$ cat src/hw/rtl/rodr_pkg.sv
// Shared types and constants for the axis-angle to rotation matrix unit.
// Holds the sine series constants, pipeline latencies and the sign bundle.
// Has no dependencies.
package rodr_pkg;

  localparam int FRAC_BITS_DEF = 14;

  // Angle in 1/64 degree units.
  localparam int UW = 13;                    // folded angle, 0..5760
  localparam int RW_ANG = 15;                // reduced angle, 0..23039
  localparam logic [17:0] FULL_TURN = 18'd23040;
  localparam logic [17:0] QUARTER_TURN = 18'd5760;

  // Sine magnitude in unsigned Q30 (0..2^30).
  localparam int QW = 31;
  localparam logic [30:0] Q30_ONE = 31'h4000_0000;
  localparam logic [28:0] SIN_K = 29'd299845282;  // pi/11520 in Q40

  localparam int SIN_STEPS = 7;
  localparam logic [7:0] SIN_DIV [0:SIN_STEPS-1] =
    '{8'd210, 8'd156, 8'd110, 8'd72, 8'd42, 8'd20, 8'd6};
  localparam logic [29:0] SIN_RECIP [0:SIN_STEPS-1] = '{
    30'(64'h1_0000_0000 / 64'd210), 30'(64'h1_0000_0000 / 64'd156),
    30'(64'h1_0000_0000 / 64'd110), 30'(64'h1_0000_0000 / 64'd72),
    30'(64'h1_0000_0000 / 64'd42),  30'(64'h1_0000_0000 / 64'd20),
    30'(64'h1_0000_0000 / 64'd6)};

  localparam int ANG_LAT = 2;
  localparam int SIN_LAT = 3 + 3 * SIN_STEPS;
  localparam int ENT_LAT = 4;

  typedef struct packed {
    logic neg_s;
    logic neg_c;
  } sign_t;

endpackage

$ cat src/hw/rtl/rodr_angle.sv
// Angle reduction and quadrant folding, two register stages.
// Depends on rodr_pkg.
module rodr_angle (
  input  logic                    clk,
  input  logic                    en,
  input  logic signed [15:0]      angle_deg,
  output logic [rodr_pkg::UW-1:0] u_s,
  output logic [rodr_pkg::UW-1:0] u_c,
  output rodr_pkg::sign_t         sgn
);
  import rodr_pkg::*;

  logic [17:0] biased;
  logic [17:0] red_comb;
  logic [RW_ANG-1:0] red;
  logic [17:0] r18;

  always_comb begin
    // Bias into the positive range, then remove whole turns.
    biased = 18'($signed({{2{angle_deg[15]}}, angle_deg}) + 18'sd46080);
    if (biased >= 18'd69120) begin
      red_comb = biased - 18'd69120;
    end else if (biased >= 18'd46080) begin
      red_comb = biased - 18'd46080;
    end else if (biased >= FULL_TURN) begin
      red_comb = biased - FULL_TURN;
    end else begin
      red_comb = biased;
    end
    r18 = {3'b000, red};
  end

  always_ff @(posedge clk) begin
    if (en) begin
      red <= red_comb[RW_ANG-1:0];
      if (r18 < QUARTER_TURN) begin
        u_s <= UW'(r18);
        u_c <= UW'(QUARTER_TURN - r18);
        sgn <= '{neg_s: 1'b0, neg_c: 1'b0};
      end else if (r18 < 18'd11520) begin
        u_s <= UW'(18'd11520 - r18);
        u_c <= UW'(r18 - QUARTER_TURN);
        sgn <= '{neg_s: 1'b0, neg_c: 1'b1};
      end else if (r18 < 18'd17280) begin
        u_s <= UW'(r18 - 18'd11520);
        u_c <= UW'(18'd17280 - r18);
        sgn <= '{neg_s: 1'b1, neg_c: 1'b1};
      end else begin
        u_s <= UW'(FULL_TURN - r18);
        u_c <= UW'(r18 - 18'd17280);
        sgn <= '{neg_s: 1'b1, neg_c: 1'b0};
      end
    end
  end

endmodule

$ cat config.mk
export PLATFORM = sky130hd
export DESIGN_NAME = rodr_angle
export DESIGN_NICKNAME = d
export VERILOG_FILES = /design/src/hw/rtl/rodr_pkg.sv /design/src/hw/rtl/rodr_angle.sv
export SDC_FILE = /design/constraint.sdc
export NUM_CORES = 1
export LEC_CHECK = 0
export BUFFER_PORTS_ARGS = -buffer_cell sky130_fd_sc_hd__buf_2
export CAP_MARGIN = 0
export CORE_UTILIZATION = 55
export CTS_CLUSTER_DIAMETER = 30
export DETAILED_ROUTE_END_ITERATION = 8
export GPL_TIMING_DRIVEN = 0
export PLACE_DENSITY = 0.85
export SLEW_MARGIN = 20
export SYNTH_ARGS = -nofsm -noshare
export SYNTH_HDL_FRONTEND = slang
export SYNTH_SLANG_ARGS = --single-unit
$ cat constraint.sdc
create_clock -name clk -period 5.8 [get_ports clk]
set_input_delay 0.58 -clock clk [delete_from_list [all_inputs] [get_ports clk]]
set_output_delay 0.58 -clock clk [all_outputs]
set_load 0.01 [all_outputs]
==> results of run 1 <==
==> cell families after synthesis <==
logic type / after synthesis / synth area share
AOI/OAI and AO/OA: 95 / 0.219
xor gates and xnor gates: 27 / 0.0810
adders and majority gates: 17 / 0.0728
buffers and inverters: 31 / 0.0428
DFF: 42 / 0.432
muxes: 1 / 0.00343
and+or+nand+nor: 89 / 0.149
==> flip-flops by register name, summed over array words and instances, names as in the netlist <==
name,flops
red,15
sgn,2
u_c,12
u_s,13
==> per-stage QoR <==
stage,hold WS [ns],utilization,worst slack (ns)
finish,0.456,0.650,2.77
global route,0.451,0.650,2.51
CTS,0.449,0.650,2.77
detailed placement,0.527,0.632,2.44
global placement,0.500,0.632,2.56
floorplan,0.476,-,3.02
==> placed cells by master (no fill, tap or decap), types with 3 or more instances in the layout <==
cell and instances:
or2_1 3, nand2b_1 3, nand2_1 25, edfxtp_1 42, buf_2 48, xnor2_1 18, xor2_1 9, o31ai_1 3
a22oi_1 3, ha_1 17, nor4_1 4, clkbuf_8 5, clkbuf_1 11, o21ai_1 5, a31oi_1 8, o21ai_0 18
a21oi_1 20, nor2b_1 3, nor2_1 29, nor3_1 8, o22ai_1 3, a211oi_1 7, inv_1 11
==> worst max-delay path by stage <==
stage                     cells after the start           endpoint  slack [ns]          start
after floorplan                               9  red[11]$_DFFE_PP_        3.02  angle_deg[10]
after global placement                        9  red[11]$_DFFE_PP_        2.56  angle_deg[10]
after detailed placement                      9  red[13]$_DFFE_PP_        2.44  angle_deg[10]
after CTS                                     9  red[13]$_DFFE_PP_        2.77  angle_deg[10]
after global routing                          9  red[13]$_DFFE_PP_        2.51  angle_deg[10]
final                                         9  red[13]$_DFFE_PP_        2.77  angle_deg[10]
==> per-layer routing <==
layer | track usage | part of all wire | vias up
li1 | - | - | 1229
met1 | 0.302 | 0.42 | 1184
met2 | 0.427 | 0.50 | 110
met3 | 0.0469 | 0.056 | 16
met4 | 0.122 | 0.031 | 0
met5 | 0 | 0 | -
==> worst max-delay path: cells and delay by family <==
kind                       cells  cell delay, ns
xor gates and xnor gates       2            0.37
and+or+nand+nor                1            0.58
buffers and inverters          2            0.47
AOI/OAI and AO/OA              3            0.90
adders and majority gates      1            0.18
==> area by class of cell <==
type | instances | area share
inverters | 13 | 0.0147
well taps | 70 | 0.0264
multi-input cells | 229 | 0.462
clock buffers | 5 | 0.0207
clock inverters | 3 | 0.00716
plain buffers | 18 | 0.0230
repair buffers | 44 | 0.0663
flip-flops and latches | 42 | 0.380
==> power breakdown <==
group / internal, mW / total (mW) / leakage [nW] / switching, mW
logic: 0.133 / 0.328 / 0.838 / 0.195
clock network: 0.0861 / 0.197 / 0.0408 / 0.111
registers: 0.410 / 0.434 / 0.411 / 0.0245
total: 0.629 / 0.959 / 1.29 / 0.331
==> results.md, run 1 <==
- Multi-input logic area: 0.00153 mm^2
- Post-synthesis cell area: 0.00292 mm^2
- Core ar.: 0.00511 mm^2
- GRT overflow: 0
- Max Clk Rate: 329 MHz
- Hold_sp: angle_deg[1]
- Final Power: around 960 uW
- Top cells by area, synth: edfxtp_1, ha_1, xnor2_1
- FF/Latch Area: between 0.001 and 0.0015 mm^2
- Total track usage: 0.249
- Initial Util: 0.572
- CTS tree: yes
- Critical path fanouts, max: 11
- Postcts setup bufs: 0
- Pin count of the biggest net entering global routing: 43
- Nets: 388
- WS Path Type: input pin to flop
- Die width: 74.9 um
- Non-Filler Instances: around 420
- Arrival time worst endpoint: around 3 ns
- FP Rows: 26
- Post-CTS Hold Fix Bufs: 0
- Slew headroom: 0.319
- CP max stage cell: nor4_1
- Ys async rst share: 0
- Drt total wl: 6310 um
- First-pass GRT wire length: 10,500 um
- Post-synth EDFFs: 42
- Actual slew at the worst max-slew pin: 1.02 ns
- Period minus WS final: 3.03 ns
- Worst R2R Setup Slack: 2.83 ns
- Commonest cells in the synthesized netlist: edfxtp_1, nor2_1, nand2_1
- Cell count after synthesis: 302
- Via count: 2,539
- Dpl cell area: 0.00323 mm^2
- Layout cells sized above 1: 0.184
- Final setup viols: 0
- Top-count cell post-synth: edfxtp_1
- TNS Setup: 0 ns
- Sequential fraction of the synthesis area: 0.432
- RSZ-0062 raised after global routing: false
- Hold Vio Cnt, Final: 0
- Worst hold stages: 1
- Synth Warn #: 0
- Placed Cells: 416
- Hold EP: red[1]$_DFFE_PP_
- Routability cong.: a little over 0.9
- Clk sinks: 42
- Reg2reg path depth: 10
- Status: complete, no violations
- Vias in the first global route: 2,237
- Worst flop-to-flop path startpoint: red[7]$_DFFE_PP_
- Seq cells post-synth: 42
- CTS buffer count: 5
- Yosys cell types: 57
- Clk pin slew, worst setup/hold paths: 0.09 ns
- Post-CTS sizing: 0
- PortBufs: 44
- WL per Instance: around 15 um
- Max stage delay on crit path: 0.58 ns
- Fillers: roughly 430
- Iter 0 DRT Violations: roughly 310
- Part of the cycle the worst path needs: 0.523
- Root buf cell: clkbuf_8
- Routed Antenna Nets: 0
- Top_reg_cell synth: edfxtp_1
- DRC violations left: 0
- Reg-to-Reg End: u_c[7]$_DFFE_PP_
- Clk Latency, worst-skew pair: 0.31 ns
- P&R area growth vs syn: 13.7%
- Pre-Repair DR Iteration Count: 5
- ANT cells: 0
- Die Y: 74.9 um
- Final Max Tran Viols: 0
- Syn nets: roughly 340
- Ports: 46
- Cell taking the most area after synthesis: edfxtp_1
- Pwr/cell area: 289 mW/mm^2
- Max-cap violation count: 0
- Startpoint type of the worst setup path: input pin
- Number of H-tree levels: 2
- Fin Clk Skew: 0.00647 ns
- VDD IR-drop max: 0.210 mV
- Top cell type's share of synthesized area: 0.432
- HPWL after DPL: 4560 um
- Cell mode on critical path: xor2_1
- Hold/Removal Path Class: input pin to flop
- Post-Syn Area per Cell: between 9 and 10 um^2
- Worst Path Required: 5.85 ns
- CP Cell Sequence: buf_2 > ha_1 > clkbuf_1 > xor2_1 > nor4_1 > o21ai_1 > a2111oi_0 > a211oi_2 > xor2_1
- Critical Path Sink Type: flop
- Fin area: about 0.0033 mm^2
- Max clock buf depth: 2
- Leak Pwr: 1.29 nW
- Vias/cell: 5.99
- Initial antenna violation count: 0
- Full die area: 0.00560 mm^2
Power figures use the tool's default switching activity.
==> run 2, diff against run 1 <==
--- a/config.mk
+++ b/config.mk
@@ -5,13 +5,14 @@
 export SDC_FILE = /design/constraint.sdc
 export NUM_CORES = 1
 export LEC_CHECK = 0
+export ABC_AREA = 1
 export BUFFER_PORTS_ARGS = -buffer_cell sky130_fd_sc_hd__buf_2
 export CAP_MARGIN = 0
-export CORE_UTILIZATION = 55
+export CORE_UTILIZATION = 52
 export CTS_CLUSTER_DIAMETER = 30
 export DETAILED_ROUTE_END_ITERATION = 8
 export GPL_TIMING_DRIVEN = 0
-export PLACE_DENSITY = 0.85
+export PLACE_DENSITY = 0.84
 export SLEW_MARGIN = 20
 export SYNTH_ARGS = -nofsm -noshare
 export SYNTH_HDL_FRONTEND = slang
==> constraint.sdc (replaced) <==
create_clock -name clk -period 2.62 [get_ports clk]
set_input_delay 0.262 -clock clk [delete_from_list [all_inputs] [get_ports clk]]
set_output_delay 0.262 -clock clk [all_outputs]
set_load 0.01 [all_outputs]
==> results.md, run 2 <==
- Vias/cell: 5.22
- VDD IR-drop max: 0.308 mV
- Top cell type's share of synthesized area: 0.404
- Critical Path Sink Type: flop
- Most Crowded Layer GR: met2
- Most frequent cells in the layout: nand2_1, buf_2, inv_1
- Hold Vio Cnt, Final: 0
- Reg power frac: 0.428
- Status: complete, no violations
- Core ar.: around 0.0056 mm^2
- Power share of the combinational group: 0.385
- Post-CTS Hold Fix Bufs: 0
- Root buf cell: clkbuf_8
- Top-count cell post-synth: nand2_1
- Routability cong.: 0.909
- WS Path Type: flop to flop
- Full die area: approximately 0.0063 mm^2
- Sequential fraction of the synthesis area: 0.404
- M2 GR Usage: 0.382
- CTS buffer count: 5
- Worst flop-to-flop path startpoint: red[8]$_DFFE_PP_
- Initial Util: 0.554
- Drt total wl: 6150 um
- Switch share: 0.362
- Clk pin slew, worst setup/hold paths: 0.08 ns
- Cell count after synthesis: 379
- CP max stage cell: edfxtp_1
- TNS Setup: 0 ns
- Fillers: 484
- Clk sinks: 42
- Reg2reg path depth: 12
- Syn nets: 414
- Via count: between 2,000 and 3,000
- Post-synth EDFFs: 42
- Ports: 46
- Pwr/cell area: ~620 mW/mm^2
- Routed Antenna Nets: 0
- ANT cells: 0
- PortBufs: 45
- Actual slew at the worst max-slew pin: 0.897 ns
- Cell taking the most area after synthesis: edfxtp_1
- Post-Syn Area per Cell: slightly above 8 um^2
- Most common cell after layout, fill and taps aside: nand2_1
- Postcts setup bufs: 0
- RSZ-0062 raised after global routing: false
- Period minus WS final: 2.16 ns
- Final setup viols: 0
- Final hold slack: 0.153 ns
- Startpoint type of the worst setup path: flop
- Pre-Repair DR Iteration Count: 4
- Post-synthesis cell area: 0.00313 mm^2
- Hold EP: red[1]$_DFFE_PP_
- Met1 Resource Use GR: 0.255
- Arrival time worst endpoint: 2.22 ns
- HPWL after DPL: 4650 um
- Iter 0 DRT Violations: 229
- Post-CTS sizing: 0
- FP Rows: 27
- Hold_sp: angle_deg[1]
- Die width: 79.5 um
- Worst Path Required: roughly 2.7 ns
- Clock power frac: 0.187
- Hold/Removal Path Class: input pin to flop
- Critical path fanouts, max: 10
- P_sw: a little under 800 uW
- Number of H-tree levels: 2
- Commonest cells in the synthesized netlist: nand2_1, inv_1, edfxtp_1
- Part of the cycle the worst path needs: 0.826
- Reg-to-Reg End: u_c[9]$_DFFE_PP_
- Seq cells post-synth: 42
- Top_reg_cell synth: edfxtp_1
- Cell mode on critical path: nand2_1
- P&R area growth vs syn: 12.9%
- Worst hold stages: 1
- Vias in the first global route: 2,379
- Die Y: 79.5 um
- Worst R2R Setup Slack: 0.46 ns
- Total track usage: 0.213
- Max Clk Rate: 462 MHz
- Most flops, register: red
- Layout cells sized above 1: 0.238
- GR met3 Demand/Resource: 0.0354
- Leak Pwr: 1.70 nW
- Pin count of the biggest net entering global routing: 43
- Final Power: 2.20 mW
- Top cells by area, synth: edfxtp_1, nand2_1, ha_1
- CP Cell Sequence: ha_1 > a21oi_2 > nand3_1 > nand2_2 > buf_6 > nand3_1 > o211ai_2 > nand3_2 > nand2_1 > nand2_1 > nand2_1 > inv_1
- Ys async rst share: 0
- Slew headroom: 0.402
- DRC violations left: 0
- Max clock buf depth: 2
- Max-cap violation count: 0
- Max stage delay on crit path: between 0.5 and 0.6 ns
- First-pass GRT wire length: between 10,000 and 15,000 um
- Synth Warn #: 0
- Top Registers: red x15, u_s x13, u_c x12
- Pint: 1.40 mW
- Initial antenna violation count: 0
- Fin Clk Skew: around 0.0077 ns
- Max FFs per register: 15
- Clk Latency, worst-skew pair: 0.30 ns
- Nets: 466
- Final Max Tran Viols: 0
- WL per Instance: 12.2 um
- Yosys cell types: 35
- GRT overflow: 0
- CTS tree: yes
run 2: cell types whose count changed after synthesis, sizes merged, moves of 4 or more:
cell and delta:
nand2 +90, o21ai -8, inv +36, nand4 +4
o31ai -4, a211oi -8, nand3 +40, a31oi -7
nor2 +6, clkbuf -11, nor4 -4, xnor2 -16
xor2 +4
run 2: metal layers:
metal / part of all wire / vias to the layer above
li1: - / 1343
met1: 0.44 / 1204
met2: 0.51 / 71
met3: 0.037 / 11
met4: 0.014 / 0
met5: 0 / -
run 2: worst max-delay path, delay by kind of cell, from the launching register on:
kind                       cells  cell delay (ns)
and+or+nand+nor                7             0.61
AOI/OAI and AO/OA              2             0.26
DFF                            1             0.55
buffers and inverters          2             0.19
adders and majority gates      1             0.32
run 2: layout make-up:
class	instances	area, um^2	area share
repair buffers	45	225	0.0639
clock buffers	6	72.6	0.0206
plain buffers	9	91.3	0.0259
multi-input cells	279	1590	0.450
clock inverters	2	13.8	0.00390
well taps	72	90.1	0.0255
flip-flops and latches	42	1260	0.358
inverters	49	186	0.0529
run 2: per-stage QoR:
| step | cells | utilization | setup slack (ns) | cell area [um^2] |
|---|---|---|---|---|
| 2_1_floorplan | 379 | - | 0.725 | 3130 |
| 3_3_place_gp | 496 | 0.610 | 0.560 | 3440 |
| 3_5_place_dp | 496 | 0.610 | 0.532 | 3440 |
| 4_1_cts | 504 | 0.625 | 0.494 | 3530 |
| 5_1_grt | 504 | 0.625 | 0.325 | 3530 |
| 6_report | 504 | 0.625 | 0.457 | 3530 |
run 2: worst max-delay path by stage:
| stage | start | cells past startpoint | end | slack, ns |
|---|---|---|---|---|
| CTS | red[8]$_DFFE_PP_ | 12 | u_c[9]$_DFFE_PP_ | 0.49 |
| global placement | red[8]$_DFFE_PP_ | 12 | u_c[9]$_DFFE_PP_ | 0.56 |
| finish | red[8]$_DFFE_PP_ | 12 | u_c[9]$_DFFE_PP_ | 0.46 |
| global route | red[8]$_DFFE_PP_ | 12 | u_c[10]$_DFFE_PP_ | 0.32 |
| detailed placement | red[7]$_DFFE_PP_ | 11 | u_s[6]$_DFFE_PP_ | 0.53 |
| floorplan | red[8]$_DFFE_PP_ | 12 | u_c[9]$_DFFE_PP_ | 0.73 |
run 2: cell families (layout without fill, tap and decap cells):
group                      Yosys count  after routing  share of synthesized area
and+or+nand+nor                    205            205                      0.309
buffers and inverters               58            111                     0.0889
AOI/OAI and AO/OA                   42             42                     0.0885
DFF                                 42             42                      0.404
adders and majority gates           17             17                     0.0681
xor gates and xnor gates            15             15                     0.0420
run 2: power groups by stage:
stage	logic, mW	registers, mW	clock network, mW
6_report	0.845	0.940	0.411
4_1_cts	0.839	0.940	0.420
2_1_floorplan	0.571	0.997	0
3_5_place_dp	0.834	0.956	0
3_3_place_gp	0.812	0.951	0
5_1_grt	0.948	0.954	0.445
==> run 3, diff against run 2 <==
--- a/config.mk
+++ b/config.mk
@@ -8,7 +8,7 @@
 export ABC_AREA = 1
 export BUFFER_PORTS_ARGS = -buffer_cell sky130_fd_sc_hd__buf_2
 export CAP_MARGIN = 0
-export CORE_UTILIZATION = 52
+export CORE_UTILIZATION = 55
 export CTS_CLUSTER_DIAMETER = 30
 export DETAILED_ROUTE_END_ITERATION = 8
 export GPL_TIMING_DRIVEN = 0
==> constraint.sdc (replaced) <==
create_clock -name clk -period 2.2 [get_ports clk]
set_input_delay 0.22 -clock clk [delete_from_list [all_inputs] [get_ports clk]]
set_output_delay 0.22 -clock clk [all_outputs]
set_load 0.01 [all_outputs]
==> results.md, run 3 (synthesis gave the netlist of run 2 again) <==
- Status: complete, no violations
- ANT cells: 0
- Final setup viols: 0
- Nets: ~470
- Full die area: 0.00599 mm^2
- Most frequent cells in the layout: nand2_1, buf_2, inv_1
- WS Path Type: flop to flop
- Clk sinks: 42
- P&R area growth vs syn: 14.5%
- Final Power: 2.73 mW
- TNS Setup: 0 ns
- Hold_sp: angle_deg[1]
- Fillers: between 400 and 500
- Ports: 46
- Leak Pwr: between 1.5 and 2 nW
- Actual slew at the worst max-slew pin: 0.890 ns
- Pin count of the biggest net entering global routing: 43
- Root buf cell: clkbuf_8
- PortBufs: 45
- Final Max Tran Viols: 0
- Core ar.: 0.00551 mm^2
- Worst Path Required: 2.26 ns
- CTS tree: yes
- Most common cell after layout, fill and taps aside: nand2_1
- Most Crowded Layer GR: met2
- Final core occ: 0.650
- Die Y: 77.4 um
- Layout cells sized above 1: 0.246
- Drt total wl: 5930 um
- Pwr/cell area: between 700 and 800 mW/mm^2
- Part of the cycle the worst path needs: 0.925
- Via count: about 2,600
- Routability cong.: 0.872
- WL per Instance: 11.7 um
- CTS buffer count: 5
- Startpoint type of the worst setup path: flop
- Iter 0 DRT Violations: between 200 and 250
- Most flops, register: red
- FP Rows: 27
- Critical path startpoint: red[8]$_DFFE_PP_
- Vias in the first global route: 2,477
- Worst flop-to-flop path startpoint: red[8]$_DFFE_PP_
- Arrival time worst endpoint: about 2.1 ns
- Max FFs per register: 15
- Max clock buf depth: 2
- Hold Vio Cnt, Final: 0
- Pre-Repair DR Iteration Count: 4
- Critical path fanouts, max: 10
- Final worst slack: 0.166 ns
- Max-cap violation count: 0
- Met1 Resource Use GR: 0.244
- Slew headroom: 0.406
- HPWL after DPL: 4530 um
- Routed Antenna Nets: 0
- GRT overflow: 0
- Top Registers: red x15, u_s x13, u_c x12
- Fin Clk Skew: 0.00213 ns
- Critical Path Sink Type: flop
- GR met3 Demand/Resource: 0.0318
- Clk pin slew, worst setup/hold paths: 0.08 ns
- DRC violations left: 0
- Hold/Removal Path Class: input pin to flop
- Initial antenna violation count: 0
- Number of H-tree levels: 2
- Initial Util: 0.568
- VDD IR-drop max: 0.366 mV
- Clk Latency, worst-skew pair: 0.30 ns
- First-pass GRT wire length: 10,500 um
- Total track usage: 0.217
- M2 GR Usage: 0.405
- Max Clk Rate: approximately 490 MHz
- Period minus WS final: 2.03 ns
- Worst slack at placement: between 0.09 and 0.1 ns
- Die width: 77.4 um
- Vias/cell: 5.06
[run 3: final timing paths]
path | endpoint | slack (ns) | cells after the start
worst min-delay path | red[1]$_DFFE_PP_ | 0.11 | 1
worst max register to register | u_c[9]$_DFFE_PP_ | 0.17 | 12
worst max-delay path | u_c[9]$_DFFE_PP_ | 0.17 | 12
worst min register to register | u_s[0]$_DFFE_PP_ | 0.46 | 0
[run 3: final cells by class]
type,instances,area [um^2],area share
clock inverter,3,43.8,0.0122
inverter,49,186,0.0521
buffer,9,93.8,0.0262
clock buffer,5,68.8,0.0192
tap,72,90.1,0.0252
multi-input combinational,279,1590,0.443
timing repair buffer,48,248,0.0692
sequential,42,1260,0.352
[run 3: where the power goes]
group,leakage [nW],switching [mW],internal (mW),total [mW]
sequential,0.411,0.0516,1.06,1.12
clock,0.0585,0.266,0.340,0.606
combinational,1.26,0.620,0.387,1.01
[run 3: per-layer routing]
layer,up-vias,wire (um)
met5,-,0
met4,0,121
met3,11,185
met2,69,3080
met1,1135,2540
li1,1350,-
[run 3: worst max-delay path, cell delays in order (launching register included)]
cell      delay (ns)
edfxtp_1        0.47
ha_1            0.29
a21oi_2         0.18
nand3_1         0.10
nand2_2         0.11
buf_6           0.16
nand3_1         0.09
o211ai_2        0.08
nand3_2         0.11
nand2_1         0.09
nand2_1         0.05
nand2_1         0.06
inv_1           0.03
[run 3: what timing repair did]
action,CTS,global route
hold buffers,0,0
resized for setup,0,2
setup endpoints to repair,0,10
buffers inserted,0,3
[run 3: stage by stage]
stage | hold WS (ns) | cells | instance area [um^2]
6_report | 0.111 | 507 | 3580
5_1_grt | 0.111 | 507 | 3580
4_1_cts | 0.105 | 504 | 3550
3_5_place_dp | 0.416 | 496 | 3440
3_3_place_gp | 0.414 | 496 | 3440
2_1_floorplan | 0.319 | 379 | 3130
